==> src/hw/rtl/cohp_pkg.sv <==
// Shared types, constants and field helpers for the cpio odc header parser.
package cohp_pkg;

	localparam int HdrLen   = 76;
	localparam int PosW     = 7;
	localparam int ShortW   = 18;
	localparam int LongW    = 33;
	localparam int NumShort = 8;
	localparam int NumLong  = 2;
	localparam int NumField = 11;
	localparam int FieldW   = 4;
	localparam int KindW    = 3;
	localparam int ByteW    = 8;
	localparam int OutDataW = 224;

	localparam logic [PosW-1:0]   LastPos    = PosW'(HdrLen - 1);
	localparam logic [ShortW-1:0] MagicValue = 18'o070707;

	// Result kinds
	localparam logic [KindW-1:0] KindHdrName  = 3'd0;
	localparam logic [KindW-1:0] KindHdrOnly  = 3'd1;
	localparam logic [KindW-1:0] KindName     = 3'd2;
	localparam logic [KindW-1:0] KindNameLast = 3'd3;
	localparam logic [KindW-1:0] KindBadMagic = 3'd4;

	// Field indexes: magic, dev .. rdev, mtime, name size, file size
	localparam logic [FieldW-1:0] FldMagic    = 4'd0;
	localparam logic [FieldW-1:0] FldDev      = 4'd1;
	localparam logic [FieldW-1:0] FldRdev     = 4'd7;
	localparam logic [FieldW-1:0] FldMtime    = 4'd8;
	localparam logic [FieldW-1:0] FldNameSize = 4'd9;
	localparam logic [FieldW-1:0] FldFileSize = 4'd10;

	localparam logic [PosW-1:0] FieldStart [NumField] = '{
		7'd0, 7'd6, 7'd12, 7'd18, 7'd24, 7'd30, 7'd36, 7'd42, 7'd48, 7'd59, 7'd65
	};

	// Byte arriving at the input register
	typedef struct packed {
		logic             vld;
		logic [ByteW-1:0] data;
	} cohp_in_t;

	// One result item
	typedef struct packed {
		logic [KindW-1:0]  kind;
		logic [ShortW-1:0] dev;
		logic [ShortW-1:0] ino;
		logic [ShortW-1:0] mode;
		logic [ShortW-1:0] uid;
		logic [ShortW-1:0] gid;
		logic [ShortW-1:0] nlink;
		logic [ShortW-1:0] rdev;
		logic [LongW-1:0]  mtime;
		logic [ShortW-1:0] name_size;
		logic [LongW-1:0]  file_size;
		logic [ByteW-1:0]  name_byte;
	} cohp_result_t;

	// Map a header byte position to its field
	function automatic logic [FieldW-1:0] field_of(input logic [PosW-1:0] pos);
		logic [FieldW-1:0] f;
		f = '0;
		for (int i = 1; i < NumField; i++) begin
			if (pos >= FieldStart[i]) begin
				f = FieldW'(i);
			end
		end
		return f;
	endfunction

	// True on the first byte of any field
	function automatic logic is_start(input logic [PosW-1:0] pos);
		logic s;
		s = 1'b0;
		for (int i = 0; i < NumField; i++) begin
			if (pos == FieldStart[i]) begin
				s = 1'b1;
			end
		end
		return s;
	endfunction

	// Next value of an 18-bit field accumulator
	function automatic logic [ShortW-1:0] upd_short(input logic [ShortW-1:0] cur,
			input logic start, input logic grow, input logic [2:0] d);
		logic [ShortW-1:0] base;
		base = start ? '0 : cur;
		return grow ? {base[ShortW-4:0], d} : base;
	endfunction

	// Next value of a 33-bit field accumulator
	function automatic logic [LongW-1:0] upd_long(input logic [LongW-1:0] cur,
			input logic start, input logic grow, input logic [2:0] d);
		logic [LongW-1:0] base;
		base = start ? '0 : cur;
		return grow ? {base[LongW-4:0], d} : base;
	endfunction

endpackage

==> src/hw/rtl/cohp_in_reg.sv <==
// Input register stage: captures one archive byte per transaction.
module cohp_in_reg
	import cohp_pkg::*;
(
	input  logic             clk,
	input  logic             arst_n,
	input  logic             s_axis_tvalid,
	output logic             s_axis_tready,
	input  logic [ByteW-1:0] s_axis_tdata,   // in_byte
	input  logic             take,
	output cohp_in_t         in_s1
);

	logic             vld_s1;
	logic [ByteW-1:0] data_s1;

	assign s_axis_tready = !vld_s1 || take;
	assign in_s1         = '{vld: vld_s1, data: data_s1};

	// Hold the byte until the parser takes it
	always_ff @(posedge clk or negedge arst_n) begin
		if (!arst_n) begin
			vld_s1 <= 1'b0;
		end else if (s_axis_tvalid && s_axis_tready) begin
			vld_s1 <= 1'b1;
		end else if (take) begin
			vld_s1 <= 1'b0;
		end
	end

	// Load payload on each accepted transaction
	always_ff @(posedge clk) begin
		if (s_axis_tvalid && s_axis_tready) begin
			data_s1 <= s_axis_tdata;
		end
	end

endmodule

==> src/hw/rtl/cohp_parse.sv <==
// Header parser core: field accumulators, byte position and name pass-through.
module cohp_parse
	import cohp_pkg::*;
(
	input  logic         clk,
	input  logic         arst_n,
	input  cohp_in_t     in_s1,
	input  logic         slot_free,
	output logic         take,
	output logic         res_vld,
	output cohp_result_t res
);

	logic              phase_q;
	logic [PosW-1:0]   pos_q;
	logic              stop_q;
	logic [ShortW-1:0] magic_q;
	logic [ShortW-1:0] short_q [NumShort];
	logic [LongW-1:0]  long_q [NumLong];
	logic [ShortW-1:0] rem_q;

	logic              phase_d;
	logic [PosW-1:0]   pos_d;
	logic              stop_d;
	logic [ShortW-1:0] magic_d;
	logic [ShortW-1:0] short_d [NumShort];
	logic [LongW-1:0]  long_d [NumLong];
	logic [ShortW-1:0] rem_d;

	logic [FieldW-1:0] fidx;
	logic [2:0]        sidx;
	logic              start;
	logic              digit;
	logic              grow;
	logic [2:0]        dval;
	logic              produces;

	assign fidx     = field_of(pos_q);
	assign sidx     = 3'(fidx - FldDev);
	assign start    = is_start(pos_q);
	assign digit    = (in_s1.data[7:3] == 5'b00110);
	assign dval     = in_s1.data[2:0];
	assign grow     = digit && (start || !stop_q);
	assign produces = phase_q || (pos_q == LastPos);
	assign take     = in_s1.vld && (!produces || slot_free);
	assign res_vld  = take && produces;

	// Work out next state and the result for the byte in the input register
	always_comb begin
		phase_d = phase_q;
		pos_d   = pos_q;
		stop_d  = stop_q;
		magic_d = magic_q;
		short_d = short_q;
		long_d  = long_q;
		rem_d   = rem_q;
		res     = '0;
		if (phase_q) begin
			// Pass a name byte through, mark the last one
			res.name_byte = in_s1.data;
			if (rem_q <= ShortW'(1)) begin
				res.kind = KindNameLast;
				rem_d    = '0;
				phase_d  = 1'b0;
				pos_d    = '0;
			end else begin
				res.kind = KindName;
				rem_d    = rem_q - ShortW'(1);
			end
		end else begin
			stop_d = start ? !digit : (stop_q || !digit);
			// Advance the accumulator of the current field
			if (fidx == FldMagic) begin
				magic_d = upd_short(magic_q, start, grow, dval);
			end else if (fidx <= FldRdev) begin
				short_d[sidx] = upd_short(short_q[sidx], start, grow, dval);
			end else if (fidx == FldMtime) begin
				long_d[0] = upd_long(long_q[0], start, grow, dval);
			end else if (fidx == FldNameSize) begin
				short_d[NumShort-1] = upd_short(short_q[NumShort-1], start, grow, dval);
			end else begin
				long_d[1] = upd_long(long_q[1], start, grow, dval);
			end
			if (pos_q == LastPos) begin
				pos_d = '0;
				if (magic_d != MagicValue) begin
					res.kind = KindBadMagic;
				end else begin
					res.dev       = short_d[0];
					res.ino       = short_d[1];
					res.mode      = short_d[2];
					res.uid       = short_d[3];
					res.gid       = short_d[4];
					res.nlink     = short_d[5];
					res.rdev      = short_d[6];
					res.mtime     = long_d[0];
					res.name_size = short_d[NumShort-1];
					res.file_size = long_d[1];
					if (short_d[NumShort-1] == '0) begin
						res.kind = KindHdrOnly;
					end else begin
						res.kind = KindHdrName;
						phase_d  = 1'b1;
						rem_d    = short_d[NumShort-1];
					end
				end
			end else begin
				pos_d = pos_q + PosW'(1);
			end
		end
	end

	// Commit state when the byte is taken
	always_ff @(posedge clk or negedge arst_n) begin
		if (!arst_n) begin
			phase_q <= 1'b0;
			pos_q   <= '0;
			stop_q  <= 1'b0;
			magic_q <= '0;
			short_q <= '{default: '0};
			long_q  <= '{default: '0};
			rem_q   <= '0;
		end else if (take) begin
			phase_q <= phase_d;
			pos_q   <= pos_d;
			stop_q  <= stop_d;
			magic_q <= magic_d;
			short_q <= short_d;
			long_q  <= long_d;
			rem_q   <= rem_d;
		end
	end

endmodule

==> src/hw/rtl/cohp_out_reg.sv <==
// Output register: holds one result transaction until the sink takes it.
module cohp_out_reg
	import cohp_pkg::*;
(
	input  logic                clk,
	input  logic                arst_n,
	input  logic                load,
	input  cohp_result_t        res,
	output logic                slot_free,
	output logic                m_axis_tvalid,
	input  logic                m_axis_tready,
	output logic [OutDataW-1:0] m_axis_tdata,
	output logic [KindW-1:0]    m_axis_tuser
);

	logic         vld_q;
	cohp_result_t res_q;

	assign slot_free     = !vld_q || m_axis_tready;
	assign m_axis_tvalid = vld_q;
	assign m_axis_tuser  = res_q.kind;
	assign m_axis_tdata  = {6'b0, res_q.name_byte, res_q.file_size, res_q.name_size,
		res_q.mtime, res_q.rdev, res_q.nlink, res_q.gid, res_q.uid, res_q.mode,
		res_q.ino, res_q.dev};

	// Set on load, drop once taken
	always_ff @(posedge clk or negedge arst_n) begin
		if (!arst_n) begin
			vld_q <= 1'b0;
		end else if (load) begin
			vld_q <= 1'b1;
		end else if (m_axis_tready) begin
			vld_q <= 1'b0;
		end
	end

	// Hold payload while stalled
	always_ff @(posedge clk) begin
		if (load) begin
			res_q <= res;
		end
	end

endmodule

==> src/hw/rtl/cpio_odc_header_parser.sv <==
// cpio odc header parser top level.
// Path: each byte is held in the input register while the parser logic works on it; its result
// is then loaded into the output register, or waits while that register still holds an earlier result.
// Throughput: one byte per cycle through the field accumulate between the input register and
// the output register, but a byte that yields a result waits until the sink takes the earlier one.
// Reset (arst_n low) empties both registers and returns the parser to header position 0
// with all field accumulators cleared; no clearing pass follows.
module cpio_odc_header_parser
	import cohp_pkg::*;
(
	input  logic                clk,
	input  logic                arst_n,
	input  logic                s_axis_tvalid,
	output logic                s_axis_tready,
	input  logic [ByteW-1:0]    s_axis_tdata,   // in_byte
	output logic                m_axis_tvalid,
	input  logic                m_axis_tready,
	// dev, ino, mode, uid, gid, nlink, rdev, mtime, name_size, file_size, name_byte, pad
	output logic [OutDataW-1:0] m_axis_tdata,
	output logic [KindW-1:0]    m_axis_tuser    // kind
);

	cohp_in_t     in_s1;
	cohp_result_t res;
	logic         take;
	logic         res_vld;
	logic         slot_free;

	cohp_in_reg u_in_reg (
		.clk           (clk),
		.arst_n        (arst_n),
		.s_axis_tvalid (s_axis_tvalid),
		.s_axis_tready (s_axis_tready),
		.s_axis_tdata  (s_axis_tdata),
		.take          (take),
		.in_s1         (in_s1)
	);

	cohp_parse u_parse (
		.clk       (clk),
		.arst_n    (arst_n),
		.in_s1     (in_s1),
		.slot_free (slot_free),
		.take      (take),
		.res_vld   (res_vld),
		.res       (res)
	);

	cohp_out_reg u_out_reg (
		.clk           (clk),
		.arst_n        (arst_n),
		.load          (res_vld),
		.res           (res),
		.slot_free     (slot_free),
		.m_axis_tvalid (m_axis_tvalid),
		.m_axis_tready (m_axis_tready),
		.m_axis_tdata  (m_axis_tdata),
		.m_axis_tuser  (m_axis_tuser)
	);

endmodule
==> config.mk <==
export PLATFORM = sky130hd
export DESIGN_NAME = cpio_odc_header_parser
export DESIGN_NICKNAME = d
export VERILOG_FILES = /design/src/hw/rtl/cohp_pkg.sv /design/src/hw/rtl/cohp_in_reg.sv /design/src/hw/rtl/cohp_parse.sv /design/src/hw/rtl/cohp_out_reg.sv /design/src/hw/rtl/cpio_odc_header_parser.sv
export SDC_FILE = /design/constraint.sdc
export NUM_CORES = 1
export LEC_CHECK = 0
export BUFFER_PORTS_ARGS = -buffer_cell sky130_fd_sc_hd__buf_2
export CAP_MARGIN = 40
export CORE_ASPECT_RATIO = 0.5
export CORE_MARGIN = 5
export CORE_UTILIZATION = 59
export DETAILED_ROUTE_END_ITERATION = 10
export GPL_TIMING_DRIVEN = 0
export PLACE_DENSITY_LB_ADDON = 0.08
export RECOVER_POWER = 50
export SYNTH_ARGS = -nofsm -noshare
export SYNTH_HDL_FRONTEND = slang
export SYNTH_SLANG_ARGS = --single-unit
==> constraint.sdc <==
create_clock -name clk -period 9 [get_ports clk]
set_input_delay 1.8 -clock clk [delete_from_list [all_inputs] [get_ports clk]]
set_output_delay 1.8 -clock clk [all_outputs]
set_load 0.005 [all_outputs]
==> key figures <==
STA
  • Post-layout min period: 9.11 ns
  • Final hold viol count: 0
  • PnR worst setup slack: -0.113 ns
  • Period Utilization, post-route: 101%
  • Setup-failing EPs final: 7
  • Fmax: 0.110 GHz
  • Unrepaired setup endpoints after global routing: false
  • Final Max Tran Viols: 164
  • Worst Clk Skew: 0.0286 ns
  • Worst hold slack: 0.486 ns
  • Relative slew margins: -109%
  • Worst-Margin Slew: 3.14 ns

Synthesis
  • Synth warn: 0
  • Top post-synthesis cells by count: nand2_1, nor2_1, dfrtp_1
  • Post-synthesis register bit count: 486
  • Average size of a mapped cell: 10.3 um^2
  • Top post-synthesis cells by area: edfxtp_1, dfrtp_1, nand2_1, nor2_1, o21ai_0
  • Mapped cell area: 23300 um^2
  • Post-synthesis sequential area ratio: 57.1%
  • Most common cell in the synthesized netlist: nand2_1
  • Share of the synthesized area in the top cell type: 29.5%
  • Mapped Cells: 2253
  • Cell taking the most area after synthesis: edfxtp_1
  • Top FF cell, synth: dfrtp_1
  • Asr flop ratio synth: 52.9%
  • Post-synth EDFFs: 229
  • Library cells used by synthesis: 92

Power
  • Combinational power share: 56.5%
  • NetSw: 5.64 mW
  • Power density cells: 404 nW/um^2
  • Switching share of power: 52.6%
  • Leakage power: 10.6 nW
  • Power, Total: 10.7 mW
  • Peak supply drop: 387 uV
  • Clock power frac: 17.7%
  • Seq pwr share: 25.8%
  • Pint: 5.09 mW

Clock tree
  • Post-CTS Hold Fix Bufs: 0
  • Clock Sinks: 486
  • Number of CTS-inserted buffers: 43
  • CTS resizes: 0
  • Setup bufs post-CTS: 0
  • CTS tree: built
  • Reg clk slew, reported paths: 0.07 ns
  • H-tree depth: 2
  • Longest Clk Path Bufs: 3
  • Root Driver: clkbuf_16
  • Worst skew pair latency: 0.57 ns

Setup path
  • Slowest stage delay, CP: 0.75 ns
  • Top cell by count, worst path: clkbuf_1
  • Max FO, Critical Path: 10
  • Worst path cell trace: buf_2 > buf_2 > a211oi_1 > or3_1 > nand2_1 > a21o_1 > inv_2 > clkbuf_1 > ha_1 > buf_1 > nand3_1 > nand2_1 > clkbuf_1 > clkbuf_1 > o211ai_1 > nor2b_1 > a221oi_1 > and3b_1 > nand4_1 > nor2_8 > buf_6 > nor4_1 > a211o_1
  • Worst EP required: 9.43 ns
  • Slowest-stage cell, CP: clkbuf_1
  • Crit end category: flop
  • Crit path arrival time: 9.55 ns
  • Setup CP Type: reg2reg
  • Worst setup SP type: flop

Routing
  • DR iter-0 viols: 2793
  • Drt pass-1 iters: 7
  • DRT met1 WL: 31.9 mm
  • WL final: 79.8 mm
  • Remaining DRCs: 0
  • Post-DRT Antenna Nets: 0
  • Highest routed layer: met5
  • DR WL met2: 34.0 mm
  • Met3 Wirelength: 11.5 mm
  • Wire per inst: 25.6 um
  • Vias: 20499
  • Via density: 6.59

Placed design
  • Placed cell areas: 25300 um^2
  • Dpl cells: 3034
  • Hpwl dp: 58.2 mm
  • I/O Buffers: 234
  • RePlAce Congestion: 1.07

GRT
  • Global-route wire length before repair: 119 mm
  • Gr ovfl total: 0
  • Total GRT Usage: 35.7%
  • Vias in the first global route: 19222
  • Largest net degree at the start of global routing: 119
  • Initial antenna violation count: 3

Final layout
  • Post-route design area: 26500 um^2
  • Fin util: 68.2%
  • Antenna cells: 0
  • P&R area growth vs syn: 14.0%
  • Non-Filler Instances: 3112
  • Layout cell share with drive strength beyond 1: 10.3%
  • Nets: 2568
  • FILL cells: 3071

Status
  • Failing checks: capacitance limit, slew limit, setup timing
  • Status: finished, violations left

Die
  • Die area: 43800 um^2
  • Area of the core: 38900 um^2
  • Die X: 291 um
  • Starting Density: 59.8%
  • Die Span Y: 150 um
  • I/O pin cnt: 241
  • Number of cell rows: 51

Run
  • Maxcap violations: 2

Min path
  • HP Class: reg2reg
==> flip-flops by register name, summed over array words and instances (netlist names) <==
| register | cells |
|---|---|
| u_parse.phase_q | 1 |
| u_out_reg.m_axis_tvalid | 1 |
| u_in_reg.vld_s1 | 1 |
| u_parse.stop_q | 1 |
| u_parse.pos_q | 7 |
| u_out_reg.m_axis_tuser | 3 |
| u_in_reg.data_s1 | 8 |
| u_out_reg.m_axis_tdata | 218 |
| u_parse.magic_q | 18 |
| u_parse.rem_q | 18 |
| u_parse.long_q | 66 |
| u_parse.short_q | 144 |
==> layout by cell type (no fill, tap or decap), drive strengths merged, types with 9 or more instances in the layout <==
cell,n
edfxtp,229
clkinv,14
and2,20
mux4,13
o22ai,14
and3,15
a22oi,66
nand3,42
nor2b,13
inv,22
nor2,278
nor3,54
a31oi,10
or4,13
nand2,314
buf,137
or3,9
clkbuf,345
a22o,84
nor4,10
a211o,19
a21o,9
nand2b,11
mux2i,29
dfrtp,257
a211oi,67
a21oi,123
o21ai,189
mux2,25
==> metal layers <==
metal	vias to the layer above	GRT usage (%)
met3	211	13.2
met1	9969	50.7
met5	-	0
met4	6	10.2
met2	1425	52.2
li1	8888	-
==> stage by stage <==
step	setup WS (ns)	TNS [ns]
floorplan	0.555	0
global placement	-2.43	-58.55
detailed placement	0.337	0
CTS	0.331	0
global route	0.0146	0
finish	-0.113	-0.405
==> cells by family (layout without fill, tap and decap cells) <==
kind of cell / after synthesis / after routing / share of synthesized area (%)
adder cells (fa/ha/maj): 8 / 8 / 0.430
AO/OA/AOI/OAI: 670 / 670 / 19.2
XOR/XNOR: 3 / 3 / 0.113
flip-flops: 486 / 486 / 57.1
multiplexers: 67 / 67 / 3.82
buffers and inverters: 202 / 526 / 3.57
other: 1 / 6 / 0.0161
AND/OR/NAND/NOR: 816 / 816 / 15.7
==> cell type report <==
class / instances / area, um^2 / share of cell area (%)
Sequential cell: 486 / 13300 / 50.1
Multi-Input combinational cell: 1570 / 9170 / 34.6
Clock buffer: 57 / 1220 / 4.60
Timing Repair Buffer: 246 / 1120 / 4.22
Buffer: 182 / 764 / 2.88
Tap cell: 530 / 663 / 2.50
Clock inverter: 22 / 215 / 0.811
Inverter: 19 / 78.8 / 0.297
==> worst max-delay path, delay by kind of cell (launching register included) <==
kind / cells / cell delay (ns)
flops: 1 / 0.39
buf+inv: 8 / 3.51
fa+ha+maj: 1 / 0.34
simple gates: 9 / 2.43
compound gates: 5 / 2.32
==> power by group through the flow <==
| stage | clock, mW | combinational (mW) | sequential (mW) |
|---|---|---|---|
| after detailed placement | 0 | 5.67 | 2.78 |
| after global routing | 2.02 | 6.23 | 2.76 |
| after global placement | 0 | 5.60 | 2.77 |
| final | 1.90 | 6.07 | 2.77 |
| after CTS | 1.91 | 5.68 | 2.74 |
| after floorplan | 0 | 3.49 | 2.65 |
==> final timing paths <==
check                                       to  depth (start not counted)  slack (ns)              start
setup / recovery              u_parse.rem_q[4]                         23       -0.11   u_parse.pos_q[2]
hold / removal               u_parse.rem_q[13]                          1        0.49  u_parse.rem_q[13]
setup reg to reg              u_parse.rem_q[4]                         23       -0.11   u_parse.pos_q[2]
hold reg to reg              u_parse.rem_q[13]                          1        0.49  u_parse.rem_q[13]
max in group asynchronous   u_parse.long_q[38]                          2        2.66             arst_n
min in group asynchronous  u_parse.short_q[54]                          1        2.27             arst_n
(Power assumes the default switching activity.)
